<file path="src/design/assert_macros.svh">
// Assertion macros for the files that check their own logic (the top level).
// Depends on nothing; each macro takes its clock and active-low reset.
`ifndef ASSERT_MACROS_SVH
`define ASSERT_MACROS_SVH

// cond must hold at every clock edge outside reset
`define MAF_ASSERT_ALWAYS(lbl, clk, rst_n, cond) \
    lbl: assert property (@(posedge clk) disable iff (!rst_n) (cond)) \
        else $error("assertion failed");

// when trig holds, cons must hold in the same cycle
`define MAF_ASSERT_IMPLY(lbl, clk, rst_n, trig, cons) \
    lbl: assert property (@(posedge clk) disable iff (!rst_n) (trig) |-> (cons)) \
        else $error("assertion failed");

`endif

</file>
<file path="src/design/maf_pkg.sv">
// Shared widths and types for the moving average filter.
// Depends on nothing.
package maf_pkg;

    localparam int SAMPLE_W = 16;
    localparam int AVG_W    = 16;
    localparam int USED_W   = 3;

    typedef struct packed {
        logic full;
        logic empty;
    } t_q_status;

endpackage

</file>
<file path="src/design/maf_front.sv">
// Front part: accepts samples, updates the ring, running sum and fill count.
// Depends on maf_pkg; pushes {sum, count} into the queue.
module maf_front
    import maf_pkg::*;
#(
    parameter int WINDOW = 5,
    parameter int SUM_W  = 19,
    parameter int CNT_W  = 3,
    parameter int PTR_W  = 3
) (
    input  logic                       i_clk,
    input  logic                       i_rst_n,
    input  logic                       i_valid,
    output logic                       o_ready,
    input  logic signed [SAMPLE_W-1:0] i_sample,
    input  t_q_status                  i_q_status,
    output logic                       o_push,
    output logic signed [SUM_W-1:0]    o_sum,
    output logic        [CNT_W-1:0]    o_count
);

    logic signed [SAMPLE_W-1:0] r_store [WINDOW];
    logic        [PTR_W-1:0]    r_wp, n_wp;
    logic        [CNT_W-1:0]    r_fill, n_fill;
    logic signed [SUM_W-1:0]    r_sum, n_sum;
    logic signed [SUM_W-1:0]    s_ext, old_ext;
    logic                       full;
    logic                       accept;

    assign o_ready = !i_q_status.full;
    assign accept  = i_valid && o_ready;
    assign full    = (r_fill == CNT_W'(WINDOW));

    always_comb begin
        s_ext   = SUM_W'(i_sample);
        old_ext = full ? SUM_W'(r_store[r_wp]) : '0;
        n_sum   = r_sum - old_ext + s_ext;
        n_fill  = full ? r_fill : r_fill + CNT_W'(1);
        n_wp    = (r_wp == PTR_W'(WINDOW - 1)) ? '0 : r_wp + PTR_W'(1);
    end

    always_ff @(posedge i_clk) begin
        if (!i_rst_n) begin
            r_wp   <= '0;
            r_fill <= '0;
            r_sum  <= '0;
        end else if (accept) begin
            r_wp   <= n_wp;
            r_fill <= n_fill;
            r_sum  <= n_sum;
        end
    end

    always_ff @(posedge i_clk) begin
        if (accept) begin
            r_store[r_wp] <= i_sample;
        end
    end

    assign o_push  = accept;
    assign o_sum   = n_sum;
    assign o_count = n_fill;

endmodule

</file>
<file path="src/design/maf_queue.sv">
// Two-entry queue between the front and back parts.
// Depends on maf_pkg for the status struct.
module maf_queue
    import maf_pkg::*;
#(
    parameter int WIDTH = 22
) (
    input  logic             i_clk,
    input  logic             i_rst_n,
    input  logic             i_push,
    input  logic [WIDTH-1:0] i_data,
    input  logic             i_pop,
    output logic [WIDTH-1:0] o_data,
    output t_q_status        o_status
);

    logic [WIDTH-1:0] r_mem [2];
    logic             r_wr, r_rd;
    logic [1:0]       r_count;

    always_ff @(posedge i_clk) begin
        if (!i_rst_n) begin
            r_wr    <= 1'b0;
            r_rd    <= 1'b0;
            r_count <= '0;
        end else begin
            if (i_push) begin
                r_wr <= !r_wr;
            end
            if (i_pop) begin
                r_rd <= !r_rd;
            end
            r_count <= r_count + 2'(i_push) - 2'(i_pop);
        end
    end

    always_ff @(posedge i_clk) begin
        if (i_push) begin
            r_mem[r_wr] <= i_data;
        end
    end

    assign o_data         = r_mem[r_rd];
    assign o_status.full  = (r_count == 2'd2);
    assign o_status.empty = (r_count == 2'd0);

endmodule

</file>
<file path="src/design/maf_back.sv">
// Back part: bit-serial signed division of the sum by the count.
// Depends on maf_pkg; pops the queue and holds the result register.
module maf_back
    import maf_pkg::*;
#(
    parameter int SUM_W = 19,
    parameter int CNT_W = 3
) (
    input  logic                     i_clk,
    input  logic                     i_rst_n,
    input  t_q_status                i_q_status,
    input  logic signed [SUM_W-1:0]  i_sum,
    input  logic        [CNT_W-1:0]  i_count,
    output logic                     o_pop,
    output logic                     o_valid,
    input  logic                     i_ready,
    output logic signed [AVG_W-1:0]  o_average,
    output logic        [CNT_W-1:0]  o_count
);

    localparam int STEP_W = (SUM_W > 1) ? $clog2(SUM_W) : 1;
    localparam logic [1:0] S_IDLE = 2'd0;
    localparam logic [1:0] S_RUN  = 2'd1;
    localparam logic [1:0] S_DONE = 2'd2;

    logic [1:0]              r_state;
    logic [STEP_W-1:0]       r_step;
    logic [SUM_W-1:0]        r_mag, n_mag;
    logic [CNT_W-1:0]        r_rem, n_rem;
    logic [CNT_W-1:0]        r_cnt;
    logic                    r_neg;
    logic signed [AVG_W-1:0] r_avg;
    logic [CNT_W:0]          trial;
    logic                    ge;
    logic [SUM_W-1:0]        quot;
    logic                    last;

    assign o_pop = (r_state == S_IDLE) && !i_q_status.empty;
    assign last  = (r_step == STEP_W'(SUM_W - 1));

    always_comb begin
        trial = {r_rem, r_mag[SUM_W-1]};
        ge    = (trial >= {1'b0, r_cnt});
        n_rem = ge ? CNT_W'(trial - {1'b0, r_cnt}) : CNT_W'(trial);
        n_mag = {r_mag[SUM_W-2:0], ge};
        quot  = r_neg ? -n_mag : n_mag;
    end

    always_ff @(posedge i_clk) begin
        if (!i_rst_n) begin
            r_state <= S_IDLE;
            r_step  <= '0;
        end else begin
            case (r_state)
                S_IDLE: begin
                    if (o_pop) begin
                        r_state <= S_RUN;
                        r_step  <= '0;
                    end
                end
                S_RUN: begin
                    r_step <= r_step + STEP_W'(1);
                    if (last) begin
                        r_state <= S_DONE;
                    end
                end
                S_DONE: begin
                    if (i_ready) begin
                        r_state <= S_IDLE;
                    end
                end
                default: r_state <= S_IDLE;
            endcase
        end
    end

    always_ff @(posedge i_clk) begin
        if (o_pop) begin
            r_neg <= i_sum[SUM_W-1];
            r_mag <= i_sum[SUM_W-1] ? -i_sum : i_sum;
            r_rem <= '0;
            r_cnt <= i_count;
        end else if (r_state == S_RUN) begin
            r_mag <= n_mag;
            r_rem <= n_rem;
            if (last) begin
                r_avg <= quot[AVG_W-1:0];
            end
        end
    end

    assign o_valid   = (r_state == S_DONE);
    assign o_average = r_avg;
    assign o_count   = r_cnt;

endmodule

</file>
<file path="src/design/moving_average_filter.sv">
// Top level of the moving average filter: front, queue and back parts.
// Depends on maf_pkg, maf_front, maf_queue, maf_back and assert_macros.svh.
//
// Usage:
//   Input channel i_valid / o_ready carries one signed 16-bit i_sample per
//   item. Output channel o_valid / i_ready carries o_average, the mean of
//   the last up to WINDOW samples truncated toward zero, and
//   o_samples_used, the number of samples in that mean (low 3 bits).
//   Every accepted item gives exactly one result, in order.
//   An accepted item goes through the queue to the back part, which pops it
//   when idle. Sums have SUM_W = 16 + clog2(WINDOW) bits (19 for WINDOW 5).
//   The one-bit-a-cycle divider there holds one item at a time and takes
//   the next only after its result is taken. The front takes an item a
//   cycle until the two-entry queue fills.
//   Reset empties the window, the sum and the queue; no result is pending.
//   While the receiver stalls, the result holds, the divider waits and the
//   front keeps taking items until the queue is full, then drops o_ready.
`include "assert_macros.svh"

module moving_average_filter
    import maf_pkg::*;
#(
    parameter int WINDOW = 5
) (
    input  logic                       i_clk,
    input  logic                       i_rst_n,
    input  logic                       i_valid,
    output logic                       o_ready,
    input  logic signed [SAMPLE_W-1:0] i_sample,
    output logic                       o_valid,
    input  logic                       i_ready,
    output logic signed [AVG_W-1:0]    o_average,
    output logic        [USED_W-1:0]   o_samples_used
);

    localparam int SUM_W = SAMPLE_W + ((WINDOW > 1) ? $clog2(WINDOW) : 0);
    localparam int CNT_W = $clog2(WINDOW + 1);
    localparam int PTR_W = (WINDOW > 1) ? $clog2(WINDOW) : 1;

    t_q_status               q_status;
    logic                    q_push, q_pop;
    logic signed [SUM_W-1:0] f_sum, b_sum;
    logic [CNT_W-1:0]        f_count, b_count, o_count;
    logic [31:0]             used_ext;

    maf_front #(
        .WINDOW(WINDOW), .SUM_W(SUM_W), .CNT_W(CNT_W), .PTR_W(PTR_W)
    ) u_front (
        .i_clk      (i_clk),
        .i_rst_n    (i_rst_n),
        .i_valid    (i_valid),
        .o_ready    (o_ready),
        .i_sample   (i_sample),
        .i_q_status (q_status),
        .o_push     (q_push),
        .o_sum      (f_sum),
        .o_count    (f_count)
    );

    maf_queue #(
        .WIDTH(SUM_W + CNT_W)
    ) u_queue (
        .i_clk    (i_clk),
        .i_rst_n  (i_rst_n),
        .i_push   (q_push),
        .i_data   ({f_sum, f_count}),
        .i_pop    (q_pop),
        .o_data   ({b_sum, b_count}),
        .o_status (q_status)
    );

    maf_back #(
        .SUM_W(SUM_W), .CNT_W(CNT_W)
    ) u_back (
        .i_clk      (i_clk),
        .i_rst_n    (i_rst_n),
        .i_q_status (q_status),
        .i_sum      (b_sum),
        .i_count    (b_count),
        .o_pop      (q_pop),
        .o_valid    (o_valid),
        .i_ready    (i_ready),
        .o_average  (o_average),
        .o_count    (o_count)
    );

    assign used_ext       = 32'(o_count);
    assign o_samples_used = used_ext[USED_W-1:0];

    `MAF_ASSERT_IMPLY(a_push_room, i_clk, i_rst_n, q_push, !q_status.full)
    `MAF_ASSERT_IMPLY(a_pop_data, i_clk, i_rst_n, q_pop, !q_status.empty)
    `MAF_ASSERT_IMPLY(a_no_pop_busy, i_clk, i_rst_n, o_valid, !q_pop)
    `MAF_ASSERT_IMPLY(a_count_range, i_clk, i_rst_n, !q_status.empty,
        (b_count != '0) && (b_count <= CNT_W'(WINDOW)))
    `MAF_ASSERT_ALWAYS(a_status_excl, i_clk, i_rst_n, !(q_status.full && q_status.empty))

endmodule

</file>
<file path="config.mk">
export PLATFORM = sky130hd
export DESIGN_NAME = moving_average_filter
export DESIGN_NICKNAME = d
export VERILOG_FILES = /design/src/design/maf_pkg.sv /design/src/design/maf_front.sv /design/src/design/maf_queue.sv /design/src/design/maf_back.sv /design/src/design/moving_average_filter.sv
export VERILOG_INCLUDE_DIRS = /design/src /design/src/design
export SDC_FILE = /design/constraint.sdc
export NUM_CORES = 1
export LEC_CHECK = 0
export BUFFER_PORTS_ARGS = -buffer_cell sky130_fd_sc_hd__buf_2
export CAP_MARGIN = 20
export CORE_MARGIN = 5
export CORE_UTILIZATION = 30
export CTS_CLUSTER_DIAMETER = 80
export DETAILED_ROUTE_END_ITERATION = 8
export GPL_TIMING_DRIVEN = 0
export PLACE_DENSITY = 0.58
export SETUP_SLACK_MARGIN = 0.3
export SLEW_MARGIN = 20
export SYNTH_ARGS = -nofsm -noshare
export SYNTH_HDL_FRONTEND = slang
export SYNTH_SLANG_ARGS = --single-unit
export TNS_END_PERCENT = 50
</file>
<file path="constraint.sdc">
create_clock -name i_clk -period 4.3 [get_ports i_clk]
set_clock_uncertainty 0.2 [all_clocks]
set_input_delay 0.215 -clock i_clk [delete_from_list [all_inputs] [get_ports i_clk]]
set_output_delay 0.215 -clock i_clk [all_outputs]
set_load 0.05 [all_outputs]
</file>
* Yosys cells after proc, flatten, opt, wreduce, memory -nomap -nowiden *
Memory sizes are Yosys's and may differ from the RTL's. A register that Yosys moved wholly into a read port is not among the register bits.
Index checks and enable logic that the tools add are counted.

storage, ports and cells
  bits in registers = 78
  RAM bits = 124
  bits of input ports = 20
  output and inout port bits = 21
  logic and storage cells = 69
  memories = 2

cells by class
  $add $sub $neg = 10
  $lt $le $gt $ge = 1
  eq/ne operators = 9
  multiplexer cells = 20
  bitwise gates (word level) = 1
  reductions and logical operators = 13

memories
  memory           words  width  rd ports  clocked after Yosys merged registers in  write ports  RTL line         source
  u_front.r_store  5      16     1         1                                        1            maf_front.sv:22  logic signed [SAMPLE_W-1:0] r_store [WINDOW];
  u_queue.r_mem    2      22     1         1                                        1            maf_queue.sv:17  logic [WIDTH-1:0] r_mem [2];

operator list
  cell                                                             number
  19-bit two-way mux                                               4
  19-bit by 16-bit adder with 19-bit output                        1
  19-bit negation                                                  1
  19-bit subtractor                                                1
  16-bit two-way mux                                               1
  16-bit negation                                                  1
  3-bit two-way mux                                                5
  5-bit case mux with 2 select lines                               1
  3-bit by 1-bit adder with 3-bit output, second input constant    2
  3-bit equality test, second input constant                       2
  2-bit two-way mux                                                3
  2-bit case mux with 3 select lines                               1
  3-bit AND reduction                                              2
  5-bit by 1-bit adder with 5-bit output, second input constant    1
  5-bit equality test, second input constant                       1
  5-bit two-way mux                                                1
  2-bit equality test, second input constant                       2
  4-bit by 3-bit greater-or-equal comparator with 1-bit output     1
  1-bit logical NOT                                                4
  2-bit logical NOT                                                2
  1-bit two-way mux                                                4
  2-bit by 1-bit != test with 1-bit output, second input constant  2
  2-bit nonzero test                                               2
  3-bit subtractor                                                 1
  7 further kinds                                                  8

* Longest topological paths before layout *
  word-level depth = 5
  gate-level depth with buffers = 16
  mapped depth without buffers = 14

* By module *
From an unflattened synthesis, not the netlist that was laid out.

second synthesis, totals
  cell total of the unflattened synthesis = 831
  area, all modules = 10259.8 µm²

by module, submodules not included
  module     times used  cells an instance  area each (µm²)  sequential area each (µm²)
  maf_front  1           487                5740.5           2962.8
  maf_back   1           255                2702.6           1371.3
  maf_queue  1           89                 1816.7           1421.4

* Worst setup path before layout *
No wires, ideal clock.

  kind = reg-to-reg
  from = register with a tool-made name
  to = memory u_queue.r_mem[0][21], data pin
  setup time = 262 ps
  arrival = 3555 ps
  data required time = 3838 ps
  path slack = 283 ps
  cell stages (with the launch flop) = 16
  buffers on the path = 3
  period minus slack after synthesis = 4017 ps
  cells stage by stage = dfxtp_1 buf_2 buf_2 mux4_2 mux2i_1 nor2_1 fa_1 inv_1 ha_1 clkbuf_2 and3_1 and4_1 a2111oi_2 a211oi_2 xnor2_1 xnor2_1

RTL lines
  item              RTL line
  end: declaration  maf_queue.sv:17

==> impl_metrics.ini <==
[outcome]
status = finished clean

[synthesis]
ys_top_cells_by_count = edfxtp_1 (163), inv_1 (89), nand2_1 (74)
synth_top_family_by_area = simple AND/OR/NAND/NOR gates
synth_top_cell_by_area = edfxtp_1
synth_ff_type = edfxtp_1
yosysMostFrequentCell = edfxtp_1
synth-simple-area-share_pct = 10.4
yosys_warnings = 0
synth_top_area_share_pct = 47.3
syn-num-nets = 938
synth-compound-area-share_pct = 9.40
synth.distinct_cells = 71
ys_seq_area_share_pct = 55.7
netlist_instances = 866
async_reset_ff_share_pct = 0
yosys.area_share.xor_xnor_pct = 4.40
synth-seq-cells = 206
synthMuxAreaShare_pct = 7.62
syn_area_um2 = 10300
syn_area_per_cell_um2 = 11.9
synth_fa_ha_area_share_pct = 7.67
synth_edf_count = 163
synth_area_leaders = edfxtp_1 (47%), dfxtp_1 (8.3%), ha_1 (4.0%)

[route]
ant_nets = 0
dr.first_iter.drc_count = 307
vias = 6667
via_per_inst = 4.58
finalWirelength_um = 22100
wl_per_cell_um = 15.2
drt_pass1_iterations = 5
drc = 0

[layout]
diodes = 0
fill_cells = 3317
layout.cells.non_filler = 1455
syn2layout_area_growth_pct = 23.1
finalInstanceArea_um2 = 12700
postLayoutCoreUtil_pct = 37.1
final_nets = 1058
drive_above_1_share_pct = 21.7

[global_route]
overflow = 0
grt_first_pass_wirelength_um = 36400
track_usage_pct = 11.4
grt_start_max_net_pins = 23
grt_pass1_vias = 6881
antenna_found_initial = 0

[placement]
hpwlAfterDp_um = 15800
io_buffers = 40
dp.cells = 1373
place_area_um2 = 11200
gp_congestion = 0.835

[die]
die_h_um = 196
ios = 41
core_um2 = 34300
initial_utilization_pct = 30.2
die_area_um2 = 38300
rows = 68
die_w_um = 196

[sta]
setup_viol = 0
report.final.hold_viol_count = 0
max_freq_mhz = 255
fin_crit_ps = 3910
whs_ps = 151
rsz0062_at_grt = yes
slew_headroom_pct = 30.9
worstMarginPinSlew_ps = 1040
maxSlewViolCount = 0
min_period_over_period_pct = 91.0

[pwr]
p_total_uw = 8960
power.density_nw_per_um2 = 704
leakagePower_uw = 0.00465
ir_worst_vdd_uv = 316

[worst_setup_path]
path_max_fanout = 7
cp_num_buf_inv = 3
worstPathArrival_ps = 3930
cp.required_ps = 4310
crit_family = adder cells
slowest_delay_ps = 550
start_kind = flop
slowest_stage = or4b_4
cp-end-kind = flop
crit_type = flop to flop
cp_cell_sequence = buf_8 -> buf_6 -> mux4_2 -> mux2i_1 -> nor2_1 -> fa_1 -> inv_2 -> ha_1 -> a21o_1 -> nand4_1 -> a21boi_2 -> or4b_4 -> a31oi_4 -> xnor2_1

[clock_network]
clockBufferDepth = 3
cts_root_buf = clkbuf_16
clock_sinks = 206
path_clk_slew_ps = 60
htree_levels = 1
clkLatencyLatePin_ps = 500
cts_buffers = 22
cts_tree = done

[job]
max_cap_viol_count = 0

[worst_hold_path]
hold_path.class = input port to flop
final cells by class:
type / instances / area [um2] / share of cell area (%)
flip-flops and latches: 206 / 5760 / 45.2
well taps: 455 / 569 / 4.47
inverters: 92 / 345 / 2.71
plain buffers: 30 / 219 / 1.72
clock inverters: 6 / 82.6 / 0.649
multi-input cells: 538 / 4440 / 34.9
repair buffers: 96 / 666 / 5.23
clock buffers: 32 / 651 / 5.11
placed cells by master, fill, tap and decap left out, drive strengths merged, types with 7 or more instances in the layout:
| cell type | count |
|---|---|
| a21o | 10 |
| a21oi | 45 |
| and3 | 7 |
| buf | 91 |
| clkbuf | 49 |
| dfxtp | 43 |
| dlygate4sd3 | 18 |
| edfxtp | 163 |
| fa | 19 |
| ha | 33 |
| inv | 90 |
| mux2i | 36 |
| mux4 | 16 |
| nand2 | 74 |
| nand3 | 13 |
| nor2 | 63 |
| nor3 | 16 |
| nor4 | 10 |
| o21ai | 48 |
| o31ai | 8 |
| xnor2 | 39 |
| xor2 | 13 |
per-layer routing:
metal / vias to the layer above / track usage [%] / part of all wire, %
met5: - / 0 / 0
met4: 0 / 2.40 / 1.7
met3: 28 / 1.63 / 3.7
met2: 106 / 19.2 / 48
met1: 3192 / 15.8 / 47
li1: 3341 / - / -
per-stage QoR:
stage | TNS, ps | setup WS, ps
after floorplan | 0 | 379
after global placement | -15600 | -345
after detailed placement | -4370 | -402
after CTS | 0 | 301
after global routing | 0 | 244
final | 0 | 385
kinds of logic (layout without fill, tap and decap cells):
group | Yosys count | after routing
buf+inv | 122 | 256
flops | 206 | 206
simple gates | 224 | 224
mux | 58 | 58
fa+ha+maj | 52 | 52
xor+xnor | 52 | 52
compound gates | 152 | 152
worst min-delay path: stages:
cell and delay [ps]:
buf_2 110, nand2_1 240, or3_1 170, o211ai_1 70
state kept, by name (all words and copies together), names as in the netlist, named ones only:
name              cells
u_back.o_average     16
u_back.o_count        3
u_back.r_mag         19
u_back.r_neg          1
u_back.r_rem          3
u_back.r_state        2
u_back.r_step         5
u_front.r_fill        3
u_front.r_store      80
u_front.r_sum        19
u_front.r_wp          3
u_queue.r_count       2
u_queue.r_mem        44
u_queue.r_rd          1
u_queue.r_wr          1
worst paths after layout:
path,start,end,slack (ps),cells after the start
worst max-delay path,flop,u_queue.r_mem[1][20]$_DFFE_PP_,390,14
worst min-delay path,i_valid,u_front.r_sum[17]$_SDFFE_PN0P_,150,4
worst max register to register,flop,u_queue.r_mem[1][20]$_DFFE_PP_,390,14
worst min register to register,u_back.r_step[4]$_SDFFE_PN0P_,u_back.r_step[4]$_SDFFE_PN0P_,260,1
timing repair:
action	in CTS	in global routing
pin swaps	9	28
hold buffers	18	0
setup buffers	9	16
endpoints found under the setup margin	39	29
cloned	1	0
endpoints found under the hold margin	84	0
resized for setup	44	54
power by group:
part | internal, uW | switching, uW
sequential | 2890 | 270
combinational | 1680 | 2200
clock | 1170 | 744
Note: power is estimated with default switching activity, not from simulation.
